===== config.mk =====
export PLATFORM = sky130hd
export DESIGN_NAME = pac_fifo
export DESIGN_NICKNAME = d
export VERILOG_FILES = /design/src/rtl/core/pac_pkg.sv /design/src/rtl/core/pac_fifo.sv
export SDC_FILE = /design/constraint.sdc
export NUM_CORES = 1
export LEC_CHECK = 0
export ABC_AREA = 1
export BUFFER_PORTS_ARGS = -buffer_cell sky130_fd_sc_hd__buf_4
export CAP_MARGIN = 10
export CORE_MARGIN = 4
export CORE_UTILIZATION = 45
export DETAILED_ROUTE_END_ITERATION = 7
export PLACE_DENSITY = 0.83
export SLEW_MARGIN = 20
export SYNTH_ARGS = -nofsm -noshare
export SYNTH_HDL_FRONTEND = slang
export SYNTH_SLANG_ARGS = --single-unit

===== constraint.sdc =====
create_clock -name clk -period 4.4 [get_ports clk]
set_clock_uncertainty 0.15 [all_clocks]
set_input_delay 0.88 -clock clk [delete_from_list [all_inputs] [get_ports clk]]
set_output_delay 0.88 -clock clk [all_outputs]
set_load 0.02 [all_outputs]

===== src/rtl/core/pac_pkg.sv =====
package pac_pkg;

  localparam int CoordW = 16;
  localparam int AreaAccW = 48;
  localparam int AreaOutW = 47;
  localparam int MomW = 64;
  localparam int QueueDepth = 2;

  typedef struct packed {
    logic signed [CoordW-1:0] x0;
    logic signed [CoordW-1:0] y0;
    logic signed [CoordW-1:0] x1;
    logic signed [CoordW-1:0] y1;
    logic                     close;
  } seg_t;

endpackage


===== src/rtl/core/pac_fifo.sv =====
module pac_fifo (
  input  logic          clk,
  input  logic          rst,
  input  logic          push,
  input  pac_pkg::seg_t din,
  output logic          full,
  input  logic          pop,
  output pac_pkg::seg_t dout,
  output logic          empty
);

  localparam int AW = $clog2(pac_pkg::QueueDepth);

  pac_pkg::seg_t mem [pac_pkg::QueueDepth];
  logic [AW-1:0] wr;
  logic [AW-1:0] rd;
  logic [AW:0]   count;
  logic          do_push;
  logic          do_pop;

  assign full    = count == (AW+1)'(pac_pkg::QueueDepth);
  assign empty   = count == '0;
  assign do_push = push && !full;
  assign do_pop  = pop && !empty;
  assign dout    = mem[rd];

  always_ff @(posedge clk) begin
    if (rst) begin
      wr <= '0;
      rd <= '0;
      count <= '0;
    end else begin
      if (do_push) wr <= wr + 1'b1;
      if (do_pop) rd <= rd + 1'b1;
      if (do_push && !do_pop) count <= count + 1'b1;
      else if (do_pop && !do_push) count <= count - 1'b1;
    end
  end

  always_ff @(posedge clk) begin
    if (do_push) mem[wr] <= din;
  end

endmodule


==> results.sh <==
export IMPL_status="finished, final reports clean"
export IMPL_clk_pin_slew_worst_paths_ns=0.06
export IMPL_endpoint_kind="primary output"
export IMPL_syn_inst=239
export IMPL_grt_first_pass_wirelength_um=13800
export IMPL_num_rows=38
export IMPL_drv_slew=0
export IMPL_synth_fp_nets=309
export IMPL_grt_max_degree=66
export IMPL_core_area_um2=11000
export IMPL_dr_pass1_iters=4
export IMPL_p_leak_nw=2.73
export IMPL_min_delay_path_depth=2
export IMPL_setup_tns_final_ns=0
export IMPL_clock_sinks=135
export IMPL_final_setup_viol_count=0
export IMPL_rsz0062_at_grt="no"
export IMPL_finalHoldViolations=0
export IMPL_crit_type="reg2out"
export IMPL_nNetsFinal=459
export IMPL_max_cap_viol_count=0
export IMPL_cts_setup_buffers=0
export IMPL_cts_htree_levels=4
export IMPL_grt_usage_pct=13.9
export IMPL_place_congestion=0.711
export IMPL_diodes=0
export IMPL_io_pin_count=136
export IMPL_dp_hpwl_um=6070
export IMPL_holdPathEnd="wr$_SDFFE_PP0P_"
export IMPL_hold_slack_ns=0.421
export IMPL_wl_um=9090
export IMPL_ir_drop_mv=0.400
export IMPL_drive_gt1_share_pct=58.7
export IMPL_yosysTopAreaCell="edfxtp_1"
export IMPL_start_util_pct=46.6
export IMPL_timing_rr_start="count[0]$_SDFFE_PP0P_"
export IMPL_avgRoutedWirePerCell_um=16.8
export IMPL_reg2regPathDepth=3
export IMPL_grt_pass1_vias=2814
export IMPL_numCtsBuffers=17
export IMPL_startpoint_type="flip-flop"
export IMPL_crit_arrival_ns=1.98
export IMPL_ys_ff_latch=135
export IMPL_worst_pin_slew_ns=1.00
export IMPL_num_vias=2633
export IMPL_synth_area_leaders="edfxtp_1 76%, mux2_4 15%, mux2_2 3.3%"
export IMPL_die_w_um=115
export IMPL_synth_warnings=0
export IMPL_fp_dieH_um=115
export IMPL_hp_start="wr$_SDFFE_PP0P_"
export IMPL_synth_yosys_seq_area_share_pct=77.9
export IMPL_mostFrequentLayoutCell="buf_4"
export IMPL_gr_total_overflow=0
export IMPL_finalCriticalPeriod_ns=3.01
export IMPL_antenna_found_initial=1
export IMPL_drc_errors=0
export IMPL_min_path_type="reg2reg"
export IMPL_syn_cell_area_um2=5140
export IMPL_period_share_pct=68.3
export IMPL_first_iter_violations=77
export IMPL_final_cell_mix="135 x buf_4, 130 x edfxtp_1, 50 x mux2_4"
export IMPL_clock_path_buffers=2
export IMPL_vias_per_cell=4.86
export IMPL_worst_r2r_setup_slack_ns=2.21
export IMPL_critPathRequiredTime_ns=3.37
export IMPL_cts_resized=0
export IMPL_synthDistinctLibCells=16
export IMPL_cts_hold_buf=0
export IMPL_fmax_ghz=0.333
export IMPL_crit_fanout=34
export IMPL_synthToLayoutAreaGrowth_pct=35.7
export IMPL_ant_nets=0
export IMPL_cts_root_buf="clkbuf_16"
export IMPL_worstReg2RegEnd="mem[0][24]$_DFFE_PP_"
export IMPL_relSlewSlack_pct=33.0
export IMPL_cts_tree="yes"
export IMPL_die_area_um2=13200
export IMPL_clock_latency_ns=0.40
export IMPL_power_density_nw_per_um2=621
export IMPL_io_buffers=135
export IMPL_avgSynthCellArea_um2=21.5
export IMPL_synth_top_area_share_pct=75.9
state kept, by name (all words and copies together), names as in the netlist, named ones only:
register and flops:
count 2, mem 130, rd 1, wr 1
area by class of cell:
class / instances / area, µm²
Fill cell: 799 / 4050
Sequential cell: 135 / 4010
Timing Repair Buffer: 138 / 1080
Multi-Input combinational cell: 88 / 1050
Clock buffer: 18 / 429
Clock inverter: 14 / 206
Tap cell: 140 / 175
Inverter: 9 / 33.8
synthesized netlist by cell type:
library cell,n
edfxtp_1,130
ha_1,1
buf_6,6
buf_2,1
inv_1,9
mux2_2,15
a21oi_1,1
and2_1,1
o21ai_2,1
mux2_4,50
nand4_1,1
nand3_1,1
nor2_1,9
nand2_1,4
o21ai_0,4
dfxtp_1,5
metrics by stage:
stage	worst slack (ns)	instance area (µm²)	util (%)	instances	total power, mW
floorplan	0.0972	5140	-	239	2.46
global placement	1.67	6320	57.3	509	2.84
detailed placement	1.65	6320	57.3	509	2.88
CTS	1.21	6950	63.0	541	4.37
global route	1.29	6980	63.3	542	4.51
finish	1.39	6980	63.3	542	4.33
worst max-delay path by stage:
stage,startpoint,end,slack (ns),cells past startpoint
6_report,flip-flop,dout[48],1.39,3
5_1_grt,flip-flop,dout[48],1.29,3
2_1_floorplan,push,mem[0][0]$_DFFE_PP_,0.1,2
3_5_place_dp,flip-flop,dout[48],1.65,2
4_1_cts,flip-flop,dout[48],1.21,2
3_3_place_gp,flip-flop,dout[48],1.67,2
where the power goes:
group	switching, mW	internal [mW]	total (mW)	leakage (nW)
logic	0.562	0.558	1.12	1.18
registers	0.0924	1.63	1.72	1.25
clock network	0.494	0.999	1.49	0.297
kinds of logic (layout without fill, tap and decap cells):
kind of cell | after synthesis | in the layout | share of synthesized area [%]
fa+ha+maj | 1 | 1 | 0.243
simple gates | 16 | 16 | 1.29
flops | 135 | 135 | 77.9
buf+inv | 16 | 179 | 2.07
mux | 65 | 65 | 17.9
compound gates | 6 | 6 | 0.657
per-layer routing:
metal | track usage, % | vias up | wire [µm]
met4 | 5.87 | 2 | 132
met5 | 0 | - | 13
met1 | 15.4 | 1285 | 3520
met3 | 5.58 | 15 | 714
li1 | - | 1228 | -
met2 | 23.8 | 103 | 4710
critical path: stages, from the launching register on:
cell	delay, ns
dfxtp_4	0.70
buf_16	0.30
mux2_2	0.38
buf_4	0.16
(Power assumes the default switching activity.)
