<file path="config.mk">
export PLATFORM = sky130hd
export DESIGN_NAME = pac_front
export DESIGN_NICKNAME = d
export VERILOG_FILES = /design/src/rtl/core/pac_pkg.sv /design/src/rtl/core/pac_front.sv
export SDC_FILE = /design/constraint.sdc
export NUM_CORES = 1
export LEC_CHECK = 0
export ABC_CLOCK_PERIOD_IN_PS = 6900
export BUFFER_PORTS_ARGS = -buffer_cell sky130_fd_sc_hd__buf_2
export CAP_MARGIN = 5
export CORE_MARGIN = 2
export CORE_UTILIZATION = 53
export CTS_BUF_LIST = sky130_fd_sc_hd__clkbuf_8 sky130_fd_sc_hd__clkbuf_16
export CTS_CLUSTER_SIZE = 16
export DETAILED_ROUTE_END_ITERATION = 8
export PLACE_DENSITY = 0.88
export SKIP_LAST_GASP = 1
export SLEW_MARGIN = 20
export SYNTH_ARGS = -nofsm -noshare
export SYNTH_HDL_FRONTEND = slang
export SYNTH_SLANG_ARGS = --single-unit
</file>
<file path="constraint.sdc">
create_clock -name clk -period 6.9 [get_ports clk]
set_input_delay 0.69 -clock clk [delete_from_list [all_inputs] [get_ports clk]]
set_output_delay 0.69 -clock clk [all_outputs]
set_load 0.02 [all_outputs]
</file>
<file path="src/rtl/core/pac_pkg.sv">
package pac_pkg;

  localparam int CoordW = 16;
  localparam int AreaAccW = 48;
  localparam int AreaOutW = 47;
  localparam int MomW = 64;
  localparam int QueueDepth = 2;

  typedef struct packed {
    logic signed [CoordW-1:0] x0;
    logic signed [CoordW-1:0] y0;
    logic signed [CoordW-1:0] x1;
    logic signed [CoordW-1:0] y1;
    logic                     close;
  } seg_t;

endpackage

</file>
<file path="src/rtl/core/pac_front.sv">
module pac_front (
  input  logic                              clk,
  input  logic                              rst,
  input  logic                              push,
  output logic                              full,
  input  logic signed [pac_pkg::CoordW-1:0] x_coord,
  input  logic signed [pac_pkg::CoordW-1:0] y_coord,
  input  logic                              last_vertex,
  output logic                              seg_push,
  output pac_pkg::seg_t                     seg,
  input  logic                              seg_full
);

  logic                              have_first;
  logic                              pend;
  logic signed [pac_pkg::CoordW-1:0] first_x;
  logic signed [pac_pkg::CoordW-1:0] first_y;
  logic signed [pac_pkg::CoordW-1:0] prev_x;
  logic signed [pac_pkg::CoordW-1:0] prev_y;
  logic                              acc;

  assign full = pend || seg_full;
  assign acc  = push && !full;

  always_comb begin
    seg = '0;
    seg_push = 1'b0;
    if (pend) begin
      seg = '{x0: prev_x, y0: prev_y, x1: first_x, y1: first_y, close: 1'b1};
      seg_push = !seg_full;
    end else if (!have_first) begin
      seg = '{x0: x_coord, y0: y_coord, x1: x_coord, y1: y_coord, close: 1'b1};
      seg_push = acc && last_vertex;
    end else begin
      seg = '{x0: prev_x, y0: prev_y, x1: x_coord, y1: y_coord, close: 1'b0};
      seg_push = acc;
    end
  end

  always_ff @(posedge clk) begin
    if (rst) begin
      have_first <= 1'b0;
      pend <= 1'b0;
    end else begin
      if (pend && !seg_full) pend <= 1'b0;
      if (acc) begin
        if (!have_first) begin
          have_first <= !last_vertex;
        end else if (last_vertex) begin
          have_first <= 1'b0;
          pend <= 1'b1;
        end
      end
    end
  end

  always_ff @(posedge clk) begin
    if (acc) begin
      prev_x <= x_coord;
      prev_y <= y_coord;
      if (!have_first) begin
        first_x <= x_coord;
        first_y <= y_coord;
      end
    end
  end

endmodule

</file>
==> impl_metrics.csv, run 1 <==
group,metric,value,unit
outcome,status,"completed",
sta,skew,0.00642,ns
placement,gp_congestion,0.809,
synth,synthTopCellsByArea,"edfxtp_1 65%, mux2_4 15%, mux2_2 13%, buf_6 2.6%, dfxtp_1 1.3%",
critical_path,crit_type,"register to output pin",
floorplanning,dieArea,0.00624,mm^2
clock_tree,cts_root_buffer,"clkbuf_8",
detailed_routing,via_per_inst,5.11,
detailed_routing,drt_iter0_markers,74,
floorplanning,io_pins,104,
clock_tree,h-tree-depth,3,
clock_tree,worstSkewPairLatency,0.33,ns
clock_tree,post_cts_resized,0,
detailed_routing,post-route-drc-count,0,
global_route,grt_pass1_vias,1693,
critical_path,slowest_delay,0.95,ns
finish,drive_gt1_share,70.4,%
finish,layout_common_cells,"103 x buf_2, 64 x edfxtp_1, 34 x mux2_2, 30 x mux2_4, 9 x clkbuf_8",
finish,final_common_cell,"buf_2",
synth,ys_warn_count,0,
clock_tree,post_cts.repair.setup_buffers,0,
power_and_ir_drop,power.switching,0.213,mW
power_and_ir_drop,power.total,0.893,mW
detailed_routing,ant_nets,0,
floorplanning,die_height,79.0,um
detailed_routing,vias,1731,
global_route,grt_max_degree,39,
critical_path,cp.arrival,2.39,ns
critical_path,slowest_stage,"dfxtp_2",
floorplanning,initial_core_util,54.4,%
placement,portBuffers,103,
sta,fin_crit_sh,44.6,%
critical_path,start_kind,"register",
sta,hold_violations,0,
critical_path,cp_max_fo,38,
synth,syn-num-nets,188,
synth,synth_top_area_share,64.5,%
power_and_ir_drop,seqPwrFrac,52.1,%
clock_tree,cts.sinks,66,
clock_tree,clk_pin_slew,0.06,ns
detailed_routing,first_pass_iters,4,
global_route,grt_pass1_wl,8600,um
sta,setup_viol,0,
global_route,antenna_found_initial,0,
synth,yosys.cell_types.count,18,
power_and_ir_drop,intPower,0.681,mW
synth,synthCells,151,
critical_path,worstPathRequired,6.21,ns
sta,timing.fmax,325,MHz
floorplanning,die-width,79.0,um
global_route,grt_util_all_layers,18.5,%
power_and_ir_drop,p_clk_share,32.5,%
worst_hold_path,holdCritPathClass,"input port to register",
critical_path,path_delay_family,"flip-flops",
critical_path,crit_buf_inv,3,
clock_tree,cts_buffers,9,
sta,relSlewSlack,36.8,%
flow_run,cap_violations,0,
detailed_routing,wl_per_cell,16.8,um
finish,fin_nets,300,
detailed_routing,wl,5700,um
power_and_ir_drop,p_sw_share,23.8,%
placement,dpl.hpwl,3990,um
power_and_ir_drop,p_comb_share,15.5,%
finish,diodes,0,
power_and_ir_drop,vdd_ir_drop_max,0.140,mV
power_and_ir_drop,power_density,237,mW/mm^2
global_route,overflow,0,
synth,synthesis.area,0.00298,mm^2
finish,syn_to_final_growth,26.5,%
sta,maxSlewViolCount,0,
critical_path,end_kind,"output pin",
floorplanning,num_rows,27,
sta,finalCriticalPeriod,3.08,ns
synth,seq_area_frac_synth,65.9,%
power_and_ir_drop,leakagePower,1.60,nW
sta,grt_setup_unrepaired,"false",
clock_tree,cts_tree,"yes",
clock_tree,cts_hold_buf,0,
floorplanning,core_area,0.00547,mm^2
synth,syn_area_per_cell,19.7,um^2
critical_path,cp_cell_sequence,"nor2_4 -> buf_16 -> buf_16 -> mux2_4 -> buf_2",
sta,worst_slew_pin_slew,0.947,ns
clock_tree,cts_max_path_buffers,2,
synth,ys_ff_latch,66,
critical_path,crit_top_cell,"buf_16",
synth,yosysTopAreaCell,"edfxtp_1",
sta,tns,0,ns
-- worst register-to-register path, delay by kind of cell (launching register included) --
family / cells / cell delay (ns)
and+or+nand+nor: 1 / 0.78
buffers and inverters: 1 / 0.41
DFF: 1 / 0.61
-- registers in the layout (all words and copies together), names as in the netlist --
register and count:
have_first 1, pend 1, first_y 16, prev_y 16, first_x 16, prev_x 16
-- metrics by stage --
| step | cell area, um^2 | instances | hold WS, ns | worst slack, ns | util [%] |
|---|---|---|---|---|---|
| CTS | 3770 | 339 | 0.555 | 3.77 | 68.8 |
| detailed placement | 3590 | 324 | 0.723 | 4.13 | 65.6 |
| global placement | 3540 | 322 | 0.701 | 3.96 | 64.6 |
| global route | 3770 | 339 | 0.568 | 3.69 | 68.8 |
| finish | 3770 | 339 | 0.577 | 3.82 | 68.8 |
| floorplan | 2980 | 151 | 0.673 | 2.27 | - |
-- kinds of logic (layout without fill, tap and decap cells) --
kind of cell           after synthesis  count (layout)  synth area share, %
multiplexers                        65              65                 28.3
flip-flops                          66              66                 65.9
AO/OA/AOI/OAI                        3               3                0.630
buffers and inverters                8             124                 2.77
AND/OR/NAND/NOR                      9               9                 2.39
-- power by group through the flow --
stage / logic, mW / clock network, mW / registers, mW
after global routing: 0.146 / 0.314 / 0.466
after global placement: 0.133 / 0 / 0.473
after CTS: 0.140 / 0.298 / 0.465
after floorplan: 0.0874 / 0 / 0.473
final: 0.138 / 0.290 / 0.465
after detailed placement: 0.139 / 0 / 0.474
-- cell type report --
type                            count  area, um^2
Tap cell                           72        90.1
Clock inverter                      6        52.6
Sequential cell                    66        1960
Clock buffer                        9         124
Timing Repair Buffer              108         593
Multi-Input combinational cell     77         941
Fill cell                         380        1710
Inverter                            1        3.75
-- metal layers --
layer / GRT usage, % / share of wire, %
met5: 0 / 0
met4: 10.0 / 2.9
met3: 4.77 / 4.9
met2: 29.1 / 50
met1: 23.8 / 42
-- cells in the mapped netlist --
library cell	instances
buf_6	7
o21ai_0	1
nor2_4	1
inv_1	1
nand2_1	2
nor2_1	1
or2_2	1
nor4b_1	1
mux2_2	34
nor2b_1	1
a21oi_1	1
and3b_1	1
mux2_1	1
o2bb2ai_1	1
edfxtp_1	64
nor3b_4	1
dfxtp_1	2
mux2_4	30
-- worst paths after layout --
kind / start / end / slack [ns] / cells past startpoint
worst max-delay path: pend / seg[46] / 3.82 / 5
worst min-delay path: rst / pend / 0.58 / 2
worst max register to register: pend / prev_x[1] / 4.78 / 2
worst min register to register: have_first / pend / 0.73 / 2
No activity file was read; power rests on OpenSTA's default activity.
==> run 2: changes to the inputs <==
- ABC_CLOCK_PERIOD_IN_PS: 6900 -> 2980
- CORE_UTILIZATION: 53 -> 50
- PLACE_DENSITY: 0.88 -> 0.84
- clock period: 6.9 -> 2.98 ns (I/O delays scaled with it)
==> impl_metrics.csv, run 2 (synthesized netlist as in run 1, its figures left out) <==
group,metric,value,unit
clock_tree,clk_pin_slew,0.07,ns
critical_path,slowest_delay,0.49,ns
finish,syn_to_final_growth,26.5,%
power_and_ir_drop,power.switching,0.526,mW
detailed_routing,vias,1714,
critical_path,worstPathRequired,2.68,ns
power_and_ir_drop,p_clk_share,34.2,%
outcome,status,"completed",
critical_path,startpoint,"pend",
floorplanning,core_area,0.00585,mm^2
sta,skew,0.00699,ns
critical_path,timing.rr.start,"pend",
finish,fin_nets,300,
sta,finalCriticalPeriod,2.36,ns
detailed_routing,first_pass_iters,4,
power_and_ir_drop,intPower,1.58,mW
clock_tree,cts_root_buffer,"clkbuf_8",
critical_path,r2r-end,"prev_x[1]",
sta,grt_setup_unrepaired,"false",
global_route,grt_util_all_layers,16.7,%
clock_tree,cts_buffers,9,
floorplanning,die-width,81.2,um
sta,fin_crit_sh,79.0,%
sta,timing.fmax,425,MHz
finish,diodes,0,
detailed_routing,drt_iter0_markers,48,
critical_path,cp.arrival,2.06,ns
critical_path,r2r_setup_slack,0.94,ns
detailed_routing,wl,5610,um
critical_path,start_kind,"register",
worst_hold_path,holdCritPathClass,"input port to register",
power_and_ir_drop,seqPwrFrac,51.0,%
global_route,antenna_found_initial,0,
worst_hold_path,hold_depth,1,
floorplanning,num_rows,28,
finish,n_fill_cell,418,
critical_path,crit_type,"register to output pin",
clock_tree,post_cts_resized,0,
clock_tree,h-tree-depth,3,
sta,relSlewSlack,37.8,%
detailed_routing,ant_nets,0,
detailed_routing,via_per_inst,5.00,
detailed_routing,post-route-drc-count,0,
placement,gp_congestion,0.744,
clock_tree,cts_hold_buf,0,
sta,worst_slew_pin_slew,0.931,ns
floorplanning,io_pins,104,
floorplanning,initial_core_util,50.9,%
flow_run,cap_violations,0,
global_route,grt_max_degree,21,
clock_tree,post_cts.repair.setup_buffers,0,
clock_tree,cts.sinks,66,
global_route,grt_pass1_vias,1608,
finish,drive_gt1_share,71.6,%
critical_path,slowest_stage,"nor2_4",
clock_tree,cts_tree,"yes",
power_and_ir_drop,p_comb_share,14.8,%
clock_tree,worstSkewPairLatency,0.33,ns
sta,hold_violations,0,
placement,portBuffers,103,
worst_hold_path,min_to,"first_y[9]",
sta,setup_viol,0,
floorplanning,die_height,81.2,um
global_route,overflow,0,
finish,layout_common_cells,"103 x buf_2, 64 x edfxtp_1, 34 x mux2_2, 30 x mux2_4, 9 x clkbuf_8",
sta,tns,0,ns
critical_path,cp_cell_sequence,"nor2_4 -> buf_12 -> mux2_4 -> buf_2",
critical_path,cp_max_fo,20,
power_and_ir_drop,vdd_ir_drop_max,0.332,mV
finish,final_common_cell,"buf_2",
detailed_routing,wl_per_cell,16.3,um
global_route,grt_pass1_wl,8030,um
clock_tree,cts_max_path_buffers,2,
power_and_ir_drop,p_sw_share,24.9,%
power_and_ir_drop,leakagePower,1.59,nW
placement,dpl.hpwl,3920,um
floorplanning,dieArea,0.00659,mm^2
critical_path,rr_worst_depth,2,
power_and_ir_drop,power_density,560,mW/mm^2
critical_path,end_kind,"output pin",
finish,layout.core_utilization,64.4,%
worst_hold_path,min_from,"y_coord[9]",
sta,maxSlewViolCount,0,
-- run 2: changes by cell type in the layout (fill, tap and decap cells not counted), sizes merged --
cell | previous run | this run
inv | 4 | 1
clkinvlp | 1 | 3
clkinv | 1 | 3
-- run 2: area by class of cell --
type	instances	area, um^2	area share (%)
clock buffer	9	124	3.29
multi-input combinational	77	950	25.2
tap	75	93.8	2.49
sequential	66	1960	52.1
timing repair buffer	108	566	15.0
clock inverter	7	70.1	1.86
inverter	1	3.75	0.0996
-- run 2: power by group through the flow --
| stage | clock network, mW | registers, mW | logic [mW] |
|---|---|---|---|
| after global placement | 0 | 1.09 | 0.311 |
| after global routing | 0.767 | 1.08 | 0.335 |
| after floorplan | 0 | 1.09 | 0.203 |
| final | 0.721 | 1.08 | 0.313 |
| after CTS | 0.732 | 1.08 | 0.317 |
| after detailed placement | 0 | 1.10 | 0.316 |
-- run 2: worst max-delay path by stage --
stage	end	slack [ns]	cells after the start
after floorplan	first_x[0]	0.06	3
after global placement	prev_x[13]	0.99	2
after detailed placement	prev_x[13]	0.91	2
after CTS	seg[38]	0.57	4
after global routing	seg[37]	0.51	4
final	seg[38]	0.62	4
-- run 2: worst max-delay path, delay by kind of cell, from the launching register on --
family                 cells  cell delay, ns
muxes                      1            0.32
buffers and inverters      2            0.43
and+or+nand+nor            1            0.49
DFF                        1            0.47
-- run 2: metrics by stage --
stage	instance area (um^2)	total power [mW]	hold slack, ns	std cells	setup WS (ns)
final	3770	2.11	0.180	343	0.625
after global routing	3770	2.18	0.172	343	0.505
after CTS	3770	2.13	0.161	343	0.571
after detailed placement	3580	1.41	0.520	327	0.915
after global placement	3580	1.41	0.506	327	0.993
after floorplan	2990	1.30	0.386	151	0.0613
-- run 2: per-layer routing --
layer	track usage (%)	up-vias	part of all wire [%]	wire (um)
met2	26.8	58	49	2770
met3	4.00	8	4.2	236
met5	0	-	0	0
met1	21.5	833	45	2520
met4	7.63	0	1.4	78
li1	-	815	-	-
